--- src/pts_pkg.sv ---
// pts_pkg: shared constants, register indexes and controller/datapath types
// for the pan/tilt scan pattern generator; no dependencies
package pts_pkg;

   // angle format, 1/64 degree, signed
   localparam int ANGLE_W   = 15;
   localparam int ANGLE_MAX = 11520;

   // absolute limit differences and step sizes
   localparam int DIFF_W     = 16;
   localparam int STEP_SHIFT = 6;   // tilt step is a whole number of degrees

   // configuration field widths
   localparam int LINES_W  = 5;
   localparam int INTERP_W = 4;
   localparam int SCALE_W  = 9;
   localparam int SCALE_ONE   = 256;
   localparam int SCALE_SHIFT = 8;
   localparam int MIN_LINES   = 2;

   // width used to clamp configuration counts against the parameters
   localparam int CMP_W = 8;
   // width used for saturation of the final angles
   localparam int SAT_W = 48;

   // configuration port
   localparam int CFG_IDX_W  = 3;
   localparam int CFG_DATA_W = 15;

   localparam logic [CFG_IDX_W-1:0] REG_SCAN_LINES  = 3'd0;
   localparam logic [CFG_IDX_W-1:0] REG_PAN_LEFT    = 3'd1;
   localparam logic [CFG_IDX_W-1:0] REG_PAN_RIGHT   = 3'd2;
   localparam logic [CFG_IDX_W-1:0] REG_TILT_UP     = 3'd3;
   localparam logic [CFG_IDX_W-1:0] REG_TILT_DOWN   = 3'd4;
   localparam logic [CFG_IDX_W-1:0] REG_INTERP      = 3'd5;
   localparam logic [CFG_IDX_W-1:0] REG_BOTTOM_SCALE = 3'd6;

   // register values after reset
   localparam int RST_SCAN_LINES = 3;
   localparam int RST_PAN_LEFT   = 5760;
   localparam int RST_PAN_RIGHT  = -5760;
   localparam int RST_TILT_UP    = -640;
   localparam int RST_TILT_DOWN  = -3840;
   localparam int RST_INTERP     = 0;
   localparam int RST_SCALE      = 256;

   // parameter defaults
   localparam int DEF_MAX_LINES  = 16;
   localparam int DEF_MAX_INTERP = 15;

   // controller to datapath commands
   typedef struct packed {
      logic restart;     // go back to the first keyframe
      logic div_start;   // launch a division
      logic div_is_pan;  // operand select: pan step when set, tilt step otherwise
      logic load_tstep;  // take the quotient as tilt step
      logic load_pstep;  // take the quotient as pan step
      logic commit;      // load the result register and advance the scan
   } cmd_type;

   // datapath to controller status
   typedef struct packed {
      logic div_done;
      logic out_free;
   } status_type;

endpackage

--- src/pts_ifs.sv ---
// pts_ifs: request, response and register write channels of the scan generator
// depends on pts_pkg
interface pts_req_if;
   logic valid;
   logic ready;
   logic restart;

   modport source (output valid, output restart, input ready);
   modport sink   (input valid, input restart, output ready);
endinterface

interface pts_rsp_if;
   logic                                 valid;
   logic                                 ready;
   logic signed [pts_pkg::ANGLE_W-1:0] pan_angle;
   logic signed [pts_pkg::ANGLE_W-1:0] tilt_angle;
   logic                                 pattern_end;

   modport source (output valid, output pan_angle, output tilt_angle,
                   output pattern_end, input ready);
   modport sink   (input valid, input pan_angle, input tilt_angle,
                   input pattern_end, output ready);
endinterface

interface pts_csr_if;
   logic                              valid;
   logic                              ready;
   logic [pts_pkg::CFG_IDX_W-1:0]   index;
   logic [pts_pkg::CFG_DATA_W-1:0]  data;

   modport source (output valid, output index, output data, input ready);
   modport sink   (input valid, input index, input data, output ready);
endinterface

--- src/pts_div.sv ---
// pts_div: restoring unsigned divider, one quotient bit per cycle
// depends on nothing outside this file
module pts_div #(
   parameter int NUM_W = 16,
   parameter int DEN_W = 7
) (
   input  logic             clock,
   input  logic             reset,
   input  logic             start,
   input  logic [NUM_W-1:0] dividend,
   input  logic [DEN_W-1:0] divisor,
   output logic             busy,
   output logic             done,
   output logic [NUM_W-1:0] quotient
);
   localparam int COUNT_W = $clog2(NUM_W);

   logic               busy_ff, busy_in;
   logic               done_ff, done_in;
   logic [COUNT_W-1:0] count_ff, count_in;
   logic [NUM_W-1:0]   num_ff, num_in;
   logic [NUM_W-1:0]   quo_ff, quo_in;
   logic [DEN_W-1:0]   rem_ff, rem_in;
   logic [DEN_W-1:0]   den_ff, den_in;
   logic [DEN_W:0]     trial;
   logic               fits;

   // one shift and trial subtract per cycle
   assign trial = {rem_ff, num_ff[NUM_W-1]};
   assign fits  = (trial >= {1'b0, den_ff});

   always_comb begin
      busy_in  = busy_ff;
      done_in  = 1'b0;
      count_in = count_ff;
      num_in   = num_ff;
      quo_in   = quo_ff;
      rem_in   = rem_ff;
      den_in   = den_ff;
      if (start && !busy_ff) begin
         busy_in  = 1'b1;
         count_in = '0;
         num_in   = dividend;
         rem_in   = '0;
         den_in   = divisor;
      end else if (busy_ff) begin
         num_in = {num_ff[NUM_W-2:0], 1'b0};
         quo_in = {quo_ff[NUM_W-2:0], fits};
         rem_in = fits ? DEN_W'(trial - {1'b0, den_ff}) : DEN_W'(trial);
         count_in = count_ff + COUNT_W'(1);
         if (count_ff == COUNT_W'(NUM_W - 1)) begin
            busy_in = 1'b0;
            done_in = 1'b1;
         end
      end
   end

   always_ff @(posedge clock) begin
      if (reset) begin
         busy_ff <= 1'b0;
         done_ff <= 1'b0;
      end else begin
         busy_ff <= busy_in;
         done_ff <= done_in;
      end
      count_ff <= count_in;
      num_ff   <= num_in;
      quo_ff   <= quo_in;
      rem_ff   <= rem_in;
      den_ff   <= den_in;
   end

   assign busy     = busy_ff;
   assign done     = done_ff;
   assign quotient = quo_ff;

endmodule

--- src/pts_ctrl.sv ---
// pts_ctrl: sequencer for restart divisions, keyframe arithmetic and commit
// depends on pts_pkg and pts_ifs
module pts_ctrl (
   input  logic                clock,
   input  logic                reset,
   pts_req_if.sink             req_chan,
   output pts_pkg::cmd_type    cmd,
   input  pts_pkg::status_type stat
);
   localparam logic [2:0] S_IDLE  = 3'd0;
   localparam logic [2:0] S_DIV_T = 3'd1;
   localparam logic [2:0] S_DIV_P = 3'd2;
   localparam logic [2:0] S_CALC1 = 3'd3;
   localparam logic [2:0] S_CALC2 = 3'd4;
   localparam logic [2:0] S_CALC3 = 3'd5;
   localparam logic [2:0] S_OUT   = 3'd6;

   logic [2:0] state_ff, state_in;

   // a new request is taken whenever no keyframe is being worked on
   assign req_chan.ready = (state_ff == S_IDLE);

   // next state and commands
   always_comb begin
      state_in = state_ff;
      cmd      = '0;
      case (state_ff)
         S_IDLE: begin
            if (req_chan.valid) begin
               if (req_chan.restart) begin
                  cmd.restart   = 1'b1;
                  cmd.div_start = 1'b1;
                  state_in      = S_DIV_T;
               end else begin
                  state_in = S_CALC1;
               end
            end
         end
         S_DIV_T: begin
            if (stat.div_done) begin
               cmd.load_tstep = 1'b1;
               cmd.div_start  = 1'b1;
               cmd.div_is_pan = 1'b1;
               state_in       = S_DIV_P;
            end
         end
         S_DIV_P: begin
            cmd.div_is_pan = 1'b1;
            if (stat.div_done) begin
               cmd.load_pstep = 1'b1;
               state_in       = S_CALC1;
            end
         end
         S_CALC1: state_in = S_CALC2;
         S_CALC2: state_in = S_CALC3;
         S_CALC3: state_in = S_OUT;
         S_OUT: begin
            if (stat.out_free) begin
               cmd.commit = 1'b1;
               state_in   = S_IDLE;
            end
         end
         default: state_in = S_IDLE;
      endcase
   end

   always_ff @(posedge clock) begin
      if (reset) begin
         state_ff <= S_IDLE;
      end else begin
         state_ff <= state_in;
      end
   end

endmodule

--- src/pts_dp.sv ---
// pts_dp: registers, scan position state, step divider, keyframe arithmetic
// and result register; depends on pts_pkg, pts_ifs and pts_div
module pts_dp #(
   parameter int MAX_LINES  = pts_pkg::DEF_MAX_LINES,
   parameter int MAX_INTERP = pts_pkg::DEF_MAX_INTERP
) (
   input  logic                 clock,
   input  logic                 reset,
   pts_csr_if.sink              csr_chan,
   pts_rsp_if.source            rsp_chan,
   input  pts_pkg::cmd_type     cmd,
   output pts_pkg::status_type  stat
);
   localparam int ANGLE_W = pts_pkg::ANGLE_W;
   localparam int DIFF_W  = pts_pkg::DIFF_W;
   localparam int CMP_W   = pts_pkg::CMP_W;
   localparam int SAT_W   = pts_pkg::SAT_W;
   localparam int LINE_W  = $clog2(MAX_LINES);
   localparam int IC_W    = $clog2(MAX_INTERP + 2);
   localparam int VIS_W   = LINE_W + 1;
   localparam int DEN_W   = (LINE_W > IC_W) ? LINE_W : IC_W;
   localparam int TQ_W    = DIFF_W - pts_pkg::STEP_SHIFT;
   localparam int TP_W    = LINE_W + DIFF_W;
   localparam int PP_W    = IC_W + DIFF_W;
   localparam int TS_W    = TP_W + 2;
   localparam int PS_W    = PP_W + 2;
   localparam int PSC_W   = PS_W + pts_pkg::SCALE_W + 1;
   localparam int RST_L   = (pts_pkg::RST_SCAN_LINES > MAX_LINES) ?
                            MAX_LINES : pts_pkg::RST_SCAN_LINES;
   localparam logic signed [SAT_W-1:0] SAT_HI = SAT_W'(pts_pkg::ANGLE_MAX);
   localparam logic signed [SAT_W-1:0] SAT_LO = -SAT_HI;

   function automatic logic signed [ANGLE_W-1:0] sat_angle(
      input logic signed [SAT_W-1:0] v);
      logic signed [SAT_W-1:0] r;
      r = v;
      if (v > SAT_HI) r = SAT_HI;
      if (v < SAT_LO) r = SAT_LO;
      return ANGLE_W'(r);
   endfunction

   // configuration registers
   logic [pts_pkg::LINES_W-1:0]  scan_lines_ff;
   logic signed [ANGLE_W-1:0]    pan_left_ff, pan_right_ff;
   logic signed [ANGLE_W-1:0]    tilt_up_ff, tilt_down_ff;
   logic [pts_pkg::INTERP_W-1:0] interp_ff;
   logic [pts_pkg::SCALE_W-1:0]  scale_ff;

   // scan position
   logic [LINE_W-1:0] line_ff, line_in;
   logic              down_ff, down_in;
   logic              right_ff, right_in;
   logic [IC_W-1:0]   ic_ff, ic_in;
   logic [VIS_W-1:0]  visit_ff, visit_in;
   logic              end_in;

   // step sizes
   logic [TQ_W-1:0]   tstep_ff;
   logic [DIFF_W-1:0] pstep_ff;

   // arithmetic stages
   logic [TP_W-1:0]          tprod_ff;
   logic [PP_W-1:0]          pprod_ff;
   logic signed [TS_W-1:0]   tsum_ff;
   logic signed [PS_W-1:0]   praw_ff, praw_in;
   logic signed [PSC_W-1:0]  pscaled_ff;
   logic signed [PSC_W-1:0]  pan_shift;

   // result register
   logic                      rsp_valid_ff;
   logic signed [ANGLE_W-1:0] rsp_pan_ff, rsp_tilt_ff;
   logic                      rsp_end_ff;

   // effective line and interpolation counts
   logic [CMP_W-1:0]  lines_eff, lines_raw, interp_raw, interp_eff;
   logic [LINE_W-1:0] lines_m1;
   logic [IC_W-1:0]   n_eff, n_p1;
   logic [VIS_W-1:0]  visit_lim;
   logic [VIS_W-1:0]  visit_inc;
   logic              dir_down;

   // divider operands
   logic signed [DIFF_W-1:0] tdiff, pdiff;
   logic [DIFF_W-1:0]        tabs, pabs;
   logic [DIFF_W-1:0]        div_num;
   logic [DEN_W-1:0]         div_den;
   logic                     div_busy, div_done;
   logic [DIFF_W-1:0]        div_quo;
   logic [DIFF_W-1:0]        tstep_val;
   logic [pts_pkg::SCALE_W-1:0] scale_eff;

   // register writes
   assign csr_chan.ready = 1'b1;

   always_ff @(posedge clock) begin
      if (reset) begin
         scan_lines_ff <= pts_pkg::LINES_W'(pts_pkg::RST_SCAN_LINES);
         pan_left_ff   <= ANGLE_W'(pts_pkg::RST_PAN_LEFT);
         pan_right_ff  <= ANGLE_W'(pts_pkg::RST_PAN_RIGHT);
         tilt_up_ff    <= ANGLE_W'(pts_pkg::RST_TILT_UP);
         tilt_down_ff  <= ANGLE_W'(pts_pkg::RST_TILT_DOWN);
         interp_ff     <= pts_pkg::INTERP_W'(pts_pkg::RST_INTERP);
         scale_ff      <= pts_pkg::SCALE_W'(pts_pkg::RST_SCALE);
      end else if (csr_chan.valid) begin
         case (csr_chan.index)
            pts_pkg::REG_SCAN_LINES:   scan_lines_ff <= csr_chan.data[pts_pkg::LINES_W-1:0];
            pts_pkg::REG_PAN_LEFT:     pan_left_ff   <= csr_chan.data;
            pts_pkg::REG_PAN_RIGHT:    pan_right_ff  <= csr_chan.data;
            pts_pkg::REG_TILT_UP:      tilt_up_ff    <= csr_chan.data;
            pts_pkg::REG_TILT_DOWN:    tilt_down_ff  <= csr_chan.data;
            pts_pkg::REG_INTERP:       interp_ff     <= csr_chan.data[pts_pkg::INTERP_W-1:0];
            pts_pkg::REG_BOTTOM_SCALE: scale_ff      <= csr_chan.data[pts_pkg::SCALE_W-1:0];
            default: ;
         endcase
      end
   end

   // clamp line count to the supported range, interpolation count to its maximum
   assign lines_raw  = CMP_W'(scan_lines_ff);
   assign interp_raw = CMP_W'(interp_ff);

   always_comb begin
      if (lines_raw < CMP_W'(pts_pkg::MIN_LINES)) begin
         lines_eff = CMP_W'(pts_pkg::MIN_LINES);
      end else if (lines_raw > CMP_W'(MAX_LINES)) begin
         lines_eff = CMP_W'(MAX_LINES);
      end else begin
         lines_eff = lines_raw;
      end
      if (interp_raw > CMP_W'(MAX_INTERP)) begin
         interp_eff = CMP_W'(MAX_INTERP);
      end else begin
         interp_eff = interp_raw;
      end
   end

   assign lines_m1  = LINE_W'(lines_eff - CMP_W'(1));
   assign n_eff     = IC_W'(interp_eff);
   assign n_p1      = IC_W'(interp_eff + CMP_W'(1));
   assign visit_lim = {lines_m1, 1'b0};

   // step divisions: whole degrees of tilt per line, pan per interpolation slot
   assign tdiff = DIFF_W'(tilt_up_ff) - DIFF_W'(tilt_down_ff);
   assign pdiff = DIFF_W'(pan_left_ff) - DIFF_W'(pan_right_ff);
   assign tabs  = tdiff[DIFF_W-1] ? DIFF_W'(-tdiff) : DIFF_W'(tdiff);
   assign pabs  = pdiff[DIFF_W-1] ? DIFF_W'(-pdiff) : DIFF_W'(pdiff);

   assign div_num = cmd.div_is_pan ? pabs : (tabs >> pts_pkg::STEP_SHIFT);
   assign div_den = cmd.div_is_pan ? DEN_W'(n_p1) : DEN_W'(lines_m1);

   pts_div #(
      .NUM_W (DIFF_W),
      .DEN_W (DEN_W)
   ) u_div (
      .clock    (clock),
      .reset    (reset),
      .start    (cmd.div_start),
      .dividend (div_num),
      .divisor  (div_den),
      .busy     (div_busy),
      .done     (div_done),
      .quotient (div_quo)
   );

   always_ff @(posedge clock) begin
      if (reset) begin
         tstep_ff <= '0;
         pstep_ff <= '0;
      end else begin
         if (cmd.load_tstep) tstep_ff <= div_quo[TQ_W-1:0];
         if (cmd.load_pstep) pstep_ff <= div_quo;
      end
   end

   assign tstep_val = {tstep_ff, {pts_pkg::STEP_SHIFT{1'b0}}};

   // scan position advance
   assign visit_inc = visit_ff + VIS_W'(1);
   assign dir_down  = (line_ff >= lines_m1) ? 1'b1 :
                      (line_ff == '0)       ? 1'b0 : down_ff;

   always_comb begin
      line_in  = line_ff;
      down_in  = down_ff;
      right_in = right_ff;
      ic_in    = ic_ff;
      visit_in = visit_ff;
      end_in   = 1'b0;
      if (cmd.restart) begin
         line_in  = lines_m1;
         down_in  = 1'b0;
         right_in = 1'b0;
         ic_in    = '0;
         visit_in = '0;
      end else if (cmd.commit) begin
         if (right_ff) begin
            right_in = 1'b0;
            ic_in    = '0;
            if (visit_inc >= visit_lim) begin
               // last keyframe of the pattern, wrap to the top left
               end_in   = 1'b1;
               line_in  = lines_m1;
               down_in  = 1'b0;
               visit_in = '0;
            end else begin
               visit_in = visit_inc;
               down_in  = dir_down;
               line_in  = dir_down ? line_ff - LINE_W'(1) : line_ff + LINE_W'(1);
            end
         end else if (ic_ff != '0) begin
            ic_in = ic_ff - IC_W'(1);
            if (ic_ff == IC_W'(1)) right_in = 1'b1;
         end else if (n_eff != '0) begin
            ic_in = n_p1;
         end else begin
            right_in = 1'b1;
         end
      end
   end

   always_ff @(posedge clock) begin
      if (reset) begin
         line_ff  <= LINE_W'(RST_L - 1);
         down_ff  <= 1'b0;
         right_ff <= 1'b0;
         ic_ff    <= '0;
         visit_ff <= '0;
      end else begin
         line_ff  <= line_in;
         down_ff  <= down_in;
         right_ff <= right_in;
         ic_ff    <= ic_in;
         visit_ff <= visit_in;
      end
   end

   // stage 1: products of position and step
   // stage 2: offsets, pan source select
   // stage 3: bottom line pan scaling
   assign scale_eff = (line_ff != '0) ? pts_pkg::SCALE_W'(pts_pkg::SCALE_ONE) :
                      (scale_ff > pts_pkg::SCALE_W'(pts_pkg::SCALE_ONE)) ?
                      pts_pkg::SCALE_W'(pts_pkg::SCALE_ONE) : scale_ff;

   always_comb begin
      if (right_ff) begin
         praw_in = PS_W'(pan_right_ff);
      end else if (ic_ff != '0) begin
         praw_in = PS_W'(pan_right_ff) + $signed({2'b00, pprod_ff});
      end else begin
         praw_in = PS_W'(pan_left_ff);
      end
   end

   always_ff @(posedge clock) begin
      tprod_ff   <= TP_W'(line_ff) * TP_W'(tstep_val);
      pprod_ff   <= PP_W'(ic_ff) * PP_W'(pstep_ff);
      tsum_ff    <= TS_W'(tilt_down_ff) + $signed({2'b00, tprod_ff});
      praw_ff    <= praw_in;
      pscaled_ff <= PSC_W'(praw_ff) * PSC_W'($signed({1'b0, scale_eff}));
   end

   // floor division by 256 of the scaled pan
   assign pan_shift = pscaled_ff >>> pts_pkg::SCALE_SHIFT;

   // result register, free when empty or being taken
   always_ff @(posedge clock) begin
      if (reset) begin
         rsp_valid_ff <= 1'b0;
      end else if (cmd.commit) begin
         rsp_valid_ff <= 1'b1;
      end else if (rsp_chan.ready) begin
         rsp_valid_ff <= 1'b0;
      end
      if (cmd.commit) begin
         rsp_pan_ff  <= sat_angle(SAT_W'(pan_shift));
         rsp_tilt_ff <= sat_angle(SAT_W'(tsum_ff));
         rsp_end_ff  <= end_in;
      end
   end

   assign rsp_chan.valid       = rsp_valid_ff;
   assign rsp_chan.pan_angle   = rsp_pan_ff;
   assign rsp_chan.tilt_angle  = rsp_tilt_ff;
   assign rsp_chan.pattern_end = rsp_end_ff;

   assign stat.div_done = div_done;
   assign stat.out_free = !rsp_valid_ff || rsp_chan.ready;

   // checks
   a_commit_free: assert property (@(posedge clock) disable iff (reset)
      cmd.commit |-> (!rsp_valid_ff || rsp_chan.ready))
      else $error("result committed over a pending response");

   a_div_idle: assert property (@(posedge clock) disable iff (reset)
      cmd.div_start |-> !div_busy)
      else $error("division launched while divider busy");

   a_ic_range: assert property (@(posedge clock) disable iff (reset)
      ic_ff <= IC_W'(MAX_INTERP + 1))
      else $error("interpolation counter out of range");

   a_end_wrap: assert property (@(posedge clock) disable iff (reset)
      (cmd.commit && end_in) |=>
      (visit_ff == '0 && !right_ff && ic_ff == '0 && rsp_valid_ff && rsp_end_ff))
      else $error("pattern end without wrap to first keyframe");

endmodule

--- src/pan_tilt_scan_pattern_generator_unit.sv ---
// Pan/tilt zig-zag scan keyframe generator: one keyframe per request, top line
// left edge first, bouncing between top and bottom lines. A request that only
// advances passes S_CALC1, S_CALC2 and S_CALC3 and then loads the response register
// in S_OUT once it is free. A restart request first runs two 16-step divisions on
// one shared bit-serial divider (tilt step, then pan step). One request is in
// work at a time; a new one is taken while the previous response still waits.
// Register writes are accepted in every cycle and must only happen while idle.
// depends on pts_pkg, pts_ifs, pts_ctrl, pts_dp
module pan_tilt_scan_pattern_generator_unit #(
   parameter int MAX_LINES  = pts_pkg::DEF_MAX_LINES,
   parameter int MAX_INTERP = pts_pkg::DEF_MAX_INTERP
) (
   input  logic       clock,
   input  logic       reset,
   pts_req_if.sink    req_chan,
   pts_rsp_if.source  rsp_chan,
   pts_csr_if.sink    csr_chan
);
   pts_pkg::cmd_type    cmd;
   pts_pkg::status_type stat;

   // sequencer
   pts_ctrl u_ctrl (
      .clock    (clock),
      .reset    (reset),
      .req_chan (req_chan),
      .cmd      (cmd),
      .stat     (stat)
   );

   // arithmetic, state and response register
   pts_dp #(
      .MAX_LINES  (MAX_LINES),
      .MAX_INTERP (MAX_INTERP)
   ) u_dp (
      .clock    (clock),
      .reset    (reset),
      .csr_chan (csr_chan),
      .rsp_chan (rsp_chan),
      .cmd      (cmd),
      .stat     (stat)
   );

endmodule

--- src/flat_wrapper.sv ---
// flat-port wrapper written by rule: the top's interface ports become plain ports
module pan_tilt_scan_pattern_generator_unit_flat 
#(
   parameter int MAX_LINES  = pts_pkg::DEF_MAX_LINES,
   parameter int MAX_INTERP = pts_pkg::DEF_MAX_INTERP
)
  (clock, reset, req_chan_valid, req_chan_restart, req_chan_ready, rsp_chan_valid, rsp_chan_pan_angle, rsp_chan_tilt_angle, rsp_chan_pattern_end, rsp_chan_ready, csr_chan_valid, csr_chan_index, csr_chan_data, csr_chan_ready);
  pts_req_if req_chan_i ();
  pts_rsp_if rsp_chan_i ();
  pts_csr_if csr_chan_i ();
  input  logic clock;
  input  logic reset;
  input wire logic [$bits(req_chan_i.valid)-1:0] req_chan_valid;
  input wire logic [$bits(req_chan_i.restart)-1:0] req_chan_restart;
  output wire logic [$bits(req_chan_i.ready)-1:0] req_chan_ready;
  output wire logic [$bits(rsp_chan_i.valid)-1:0] rsp_chan_valid;
  output wire logic [$bits(rsp_chan_i.pan_angle)-1:0] rsp_chan_pan_angle;
  output wire logic [$bits(rsp_chan_i.tilt_angle)-1:0] rsp_chan_tilt_angle;
  output wire logic [$bits(rsp_chan_i.pattern_end)-1:0] rsp_chan_pattern_end;
  input wire logic [$bits(rsp_chan_i.ready)-1:0] rsp_chan_ready;
  input wire logic [$bits(csr_chan_i.valid)-1:0] csr_chan_valid;
  input wire logic [$bits(csr_chan_i.index)-1:0] csr_chan_index;
  input wire logic [$bits(csr_chan_i.data)-1:0] csr_chan_data;
  output wire logic [$bits(csr_chan_i.ready)-1:0] csr_chan_ready;
  assign req_chan_i.valid = req_chan_valid;
  assign req_chan_i.restart = req_chan_restart;
  assign req_chan_ready = req_chan_i.ready;
  assign rsp_chan_valid = rsp_chan_i.valid;
  assign rsp_chan_pan_angle = rsp_chan_i.pan_angle;
  assign rsp_chan_tilt_angle = rsp_chan_i.tilt_angle;
  assign rsp_chan_pattern_end = rsp_chan_i.pattern_end;
  assign rsp_chan_i.ready = rsp_chan_ready;
  assign csr_chan_i.valid = csr_chan_valid;
  assign csr_chan_i.index = csr_chan_index;
  assign csr_chan_i.data = csr_chan_data;
  assign csr_chan_ready = csr_chan_i.ready;
  pan_tilt_scan_pattern_generator_unit #(.MAX_LINES(MAX_LINES), .MAX_INTERP(MAX_INTERP)) u_core (.clock(clock), .reset(reset), .req_chan(req_chan_i), .rsp_chan(rsp_chan_i), .csr_chan(csr_chan_i));
endmodule
--- config.mk ---
export PLATFORM = sky130hd
export DESIGN_NAME = pan_tilt_scan_pattern_generator_unit_flat
export DESIGN_NICKNAME = d
export VERILOG_FILES = /design/src/pts_pkg.sv /design/src/pts_ifs.sv /design/src/pts_div.sv /design/src/pts_ctrl.sv /design/src/pts_dp.sv /design/src/pan_tilt_scan_pattern_generator_unit.sv /design/src/flat_wrapper.sv
export SDC_FILE = /design/constraint.sdc
export NUM_CORES = 1
export LEC_CHECK = 0
export BUFFER_PORTS_ARGS = -buffer_cell sky130_fd_sc_hd__buf_2
export CORE_UTILIZATION = 40
export CTS_CLUSTER_SIZE = 10
export DETAILED_ROUTE_END_ITERATION = 8
export PLACE_DENSITY = 0.54
export SLEW_MARGIN = 20
export SYNTH_ARGS = -nofsm -noshare
export SYNTH_HDL_FRONTEND = slang
export SYNTH_HIERARCHICAL = 1
export SYNTH_SLANG_ARGS = --single-unit
--- constraint.sdc ---
create_clock -name clock -period 9.9 [get_ports clock]
set_input_delay 0.99 -clock clock [delete_from_list [all_inputs] [get_ports clock]]
set_output_delay 0.99 -clock clock [all_outputs]
set_load 0.05 [all_outputs]
==> out/summary.txt <==
SYNTHESIS
------------------------------------------------------------------------------
Synth async-reset ratio .........................................           0%
Mean post-synth cell area .......................................    8.94 um^2
Area share of the largest cell type after synthesis .............        19.1%
Post-synthesis cell count .......................................        2,808
Number of synthesis warnings ....................................            6
Synthesized flop and latch total ................................          308
Largest area contributor in the netlist .........................      dfxtp_1
Summed instance area of the synthesized netlist .................  25,100 um^2
Number of different library cells in the post-synthesis netlist .           74
Number of synthesized flops with an enable pin ..................           68
Sequential fraction of the synthesis area .......................        27.3%
Leading post-synthesis cells by cell area ....................... dfxtp_1 19%, fa_1 19%, ha_1 10%
Ys flop type ....................................................      dfxtp_1
Synth Net Count .................................................        3,272

DETAILED ROUTING
------------------------------------------------------------------------------
Total routed wirelength .........................................      58.5 mm
Via count of the routed design ..................................       18,600
DR WL/cell ......................................................      15.9 um
Routed Antenna Nets .............................................            0
Drt via density .................................................         5.06
Residual DRC count ..............................................            0
Initial detailed-routing violation count ........................          905
Number of detailed-routing iterations run before antenna repair .            5

POWER
------------------------------------------------------------------------------
Proportion of total power due to net switching ..................        27.2%
Power spent charging and discharging nets .......................   0.000865 W
Relative contribution of sequential cells to total power ........        43.6%
Total internal power ............................................    0.00232 W
Clock network power share .......................................        43.2%
Gate power share ................................................        13.2%
Leakage dissipation .............................................      13.0 nW
Peak ir drop on the vdd network .................................     0.105 mV
Power density of the placed cells ...............................  116 nW/um^2

DIE
------------------------------------------------------------------------------
Standard-cell row count .........................................           91
I/O Pins ........................................................           58
DIE HEIGHT ......................................................       253 um
Initial Util ....................................................        40.6%
Die width .......................................................       253 um
Core Area .......................................................  61,800 um^2
Floorplan die area ..............................................  63,800 um^2

TIMING
------------------------------------------------------------------------------
Least-Margin Pin Slew ...........................................     0.980 ns
Final number of max-transition violations .......................            0
Hold Worst Slack ................................................     0.370 ns
Minimum clock period after layout ...............................      7.66 ns
Final setup violating endpoints .................................            0
Setup repair after global routing missed its margin .............           no
Summed negative setup slack over all endpoints ..................         0 ns
Highest clock rate ..............................................      131 MHz
Worst max-slew margin expressed relative to the limit ...........        34.1%
Hold Fails Final Rpt ............................................            0
Setup clock skew after layout ...................................    0.0181 ns
Post-route clock period utilization .............................        77.3%

GLOBAL ROUTING
------------------------------------------------------------------------------
Global-route wire length before repair ..........................      96.6 mm
Number of global-route vias before repair .......................       19,000
Maximum number of pins on one net before global-route repair ....           66
Total overflow reported by the global router ....................            0
GRT Util Overall ................................................        18.8%
Initial antenna violation count .................................            0

CLOCKING
------------------------------------------------------------------------------
Number of gates given a new drive strength after cts ............            0
Clock transition at the registers of the reported paths .........      0.05 ns
Worst-skew pair later-pin latency ...............................      0.57 ns
Longest Clk Path Bufs ...........................................            3
CTS Buf Count ...................................................           40
TritonCTS clock tree ............................................         done
CTS HTree Levels ................................................            2
Clock Tree Root .................................................    clkbuf_16
# hold bufs at CTS ..............................................            0
Post-CTS setup buffer count .....................................            0
Total number of clock tree sinks ................................          308

FINAL LAYOUT
------------------------------------------------------------------------------
Area growth from synthesis to layout ............................        8.98%
Fillers .........................................................        6,048
Nets ............................................................        3,271
Share of cells above drive strength 1 ...........................        5.99%
Cell Count, Final, Fillers Out ..................................        3,675

MIN PATH
------------------------------------------------------------------------------
HP Class ........................................................   reg -> reg

PLACED DESIGN
------------------------------------------------------------------------------
Detailed-placement wirelength estimate ..........................      46.0 mm
Placed insts ....................................................        3,602
Routability congestion estimate from global placement ...........        0.832
Port bufs .......................................................           56

CRITICAL PATH
------------------------------------------------------------------------------
Critical path type ..............................................   reg -> reg
CP max FO .......................................................           41
Kind of start point of the critical path ........................         flop
Endpoint type of the worst setup path ...........................         flop
Crit path arrival time ..........................................      8.11 ns
Required time of the critical path ..............................     10.35 ns

FLOW RUN
------------------------------------------------------------------------------
MaxCap Viol Count ...............................................            0

STATUS
------------------------------------------------------------------------------
Outcome ......................................................... finished, final reports clean

## synthesized netlist by cell type, drive strengths merged, types with 4 or more instances
cell type,instances
a31oi,13
o21a,22
a21o,45
nor2b,54
nor4,8
o21bai,16
a2111oi,5
a211o,19
o21ai,78
xnor2,86
a211oi,15
or2,11
nand3b,15
o211ai,10
nor3b,10
mux2,18
mux2i,47
nor2,168
inv,351
clkbuf,91
a2111o,4
fa,234
or3,16
dfxtp,240
xor2,44
nand3,30
edfxtp,68
and2,80
buf,23
nor3,53
nand2b,28
a41oi,4
or4,10
and3,77
ha,206
nand2,378
o31ai,14
nand4,13
a21oi,158
## cells by family (layout without fill, tap and decap cells)
family | count (synthesis) | count (layout) | synth area share (%)
other cells | 1 | 2 | 0.0149
buf+inv | 466 | 495 | 7.02
fa+ha+maj | 440 | 440 | 28.9
xor+xnor | 130 | 130 | 4.53
mux | 65 | 65 | 2.68
compound gates | 441 | 441 | 11.3
simple gates | 957 | 957 | 18.3
flops | 308 | 308 | 27.3
## cells in the final DEF, fill, tap and decap left out, types with 14 or more instances in the layout
cell type | netlist | layout
nand2_1 | 378 | 378
inv_1 | 351 | 351
dfxtp_1 | 240 | 240
fa_1 | 234 | 234
ha_1 | 206 | 206
nor2_1 | 168 | 166
a21oi_1 | 156 | 156
xnor2_1 | 86 | 86
and2_1 | 80 | 80
and3_1 | 77 | 77
o21ai_0 | 78 | 77
edfxtp_1 | 68 | 68
buf_2 | 2 | 55
nor2b_1 | 53 | 53
nor3_1 | 52 | 49
mux2i_1 | 47 | 47
a21o_1 | 44 | 44
xor2_1 | 44 | 44
clkbuf_16 | 0 | 41
nand3_1 | 30 | 30
nand2b_1 | 28 | 28
o21a_1 | 22 | 22
clkbuf_1 | 91 | 21
a211o_1 | 19 | 19
mux2_2 | 18 | 18
buf_4 | 3 | 16
or3_1 | 16 | 16
nand3b_1 | 15 | 15
o21bai_1 | 15 | 15
a211oi_1 | 15 | 15
o31ai_1 | 14 | 14
## path summary, 6_finish.rpt
path                                                          startpoint                            endpoint  slack (ns)  cells past startpoint
worst max-delay path                 u_core/u_dp/line_ff[3]$_SDFFE_PP0P_  u_core/u_dp/pscaled_ff[32]$_DFF_P_        2.24                     23
worst min-delay path            u_core/u_dp/tilt_down_ff[2]$_SDFFE_PP0P_      u_core/u_dp/tsum_ff[2]$_DFF_P_        0.37                      0
worst max register to register       u_core/u_dp/line_ff[3]$_SDFFE_PP0P_  u_core/u_dp/pscaled_ff[32]$_DFF_P_        2.24                     23
worst min register to register  u_core/u_dp/tilt_down_ff[2]$_SDFFE_PP0P_      u_core/u_dp/tsum_ff[2]$_DFF_P_        0.37                      0
## worst max-delay path, cell delays in order (launching register included)
cell	delay, ns
dfxtp_1	0.44
or4_4	0.68
nor2_4	0.60
and2_1	0.74
nand2_1	0.18
fa_1	0.56
inv_1	0.05
fa_1	0.50
inv_1	0.05
fa_1	0.47
inv_1	0.05
fa_1	0.52
inv_1	0.06
fa_1	0.53
inv_1	0.04
ha_1	0.30
inv_1	0.06
a2111o_1	0.41
a2111o_1	0.49
a32oi_2	0.31
o41ai_2	0.13
o21bai_2	0.16
a21oi_1	0.10
xnor2_1	0.12
## layer usage
layer | track usage (%) | vias to the layer above | wire length, um
met5 | 0 | - | 0
met2 | 33.1 | 265 | 28500
met4 | 6.25 | 0 | 1580
li1 | - | 9259 | -
met1 | 23.5 | 8986 | 26600
met3 | 2.35 | 77 | 1840
## stage by stage
stage / utilization, % / worst slack [ns] / total power (W) / cell area (um^2)
4_1_cts: 44.2 / 2.20 / 0.00323 / 27400
5_1_grt: 44.3 / 1.80 / 0.00333 / 27400
6_report: 44.3 / 2.24 / 0.00318 / 27400
3_5_place_dp: 42.3 / 2.23 / 0.00183 / 26100
3_3_place_gp: 42.3 / 2.32 / 0.00183 / 26100
2_1_floorplan: - / 3.48 / 0.00172 / 25100
## power groups by stage
stage	combinational, W	clock (W)	sequential [W]
after global placement	0.000414	0	0.00141
after global routing	0.000476	0.00146	0.00139
after floorplan	0.000332	0	0.00139
after detailed placement	0.000420	0	0.00141
final	0.000421	0.00137	0.00139
after CTS	0.000423	0.00142	0.00139
## final cells by class
class | count | area (um^2) | share of cell area (%)
tap | 837 | 1050 | 3.83
clock buffer | 62 | 1100 | 4.04
antenna | 1 | 2.50 | 0.00914
clock inverter | 10 | 116 | 0.425
inverter | 352 | 1320 | 4.83
multi-input combinational | 2034 | 16500 | 60.4
sequential | 308 | 6850 | 25.0
timing repair buffer | 71 | 395 | 1.44
## sequential cells by signal (all words and copies together), names as in the netlist, 5 cells and up
signal,count
u_core/u_dp/rsp_chan.pan_angle,15
u_core/u_dp/tilt_up_ff,15
u_core/u_dp/tprod_ff,14
u_core/u_dp/rsp_chan.tilt_angle,15
u_core/u_dp/tsum_ff,22
u_core/u_dp/u_div/num_ff,16
u_core/u_dp/ic_ff,5
u_core/u_dp/tstep_ff,10
u_core/u_dp/scan_lines_ff,5
u_core/u_dp/u_div/rem_ff,5
u_core/u_dp/u_div/quotient,16
u_core/u_dp/praw_ff,23
u_core/u_dp/pstep_ff,16
u_core/u_dp/pan_left_ff,15
u_core/u_dp/u_div/den_ff,5
u_core/u_dp/pan_right_ff,15
u_core/u_dp/tilt_down_ff,15
u_core/u_dp/scale_ff,9
u_core/u_dp/pprod_ff,21
u_core/u_dp/pscaled_ff,25
u_core/u_dp/visit_ff,5
No activity file was read; power rests on OpenSTA's default activity.
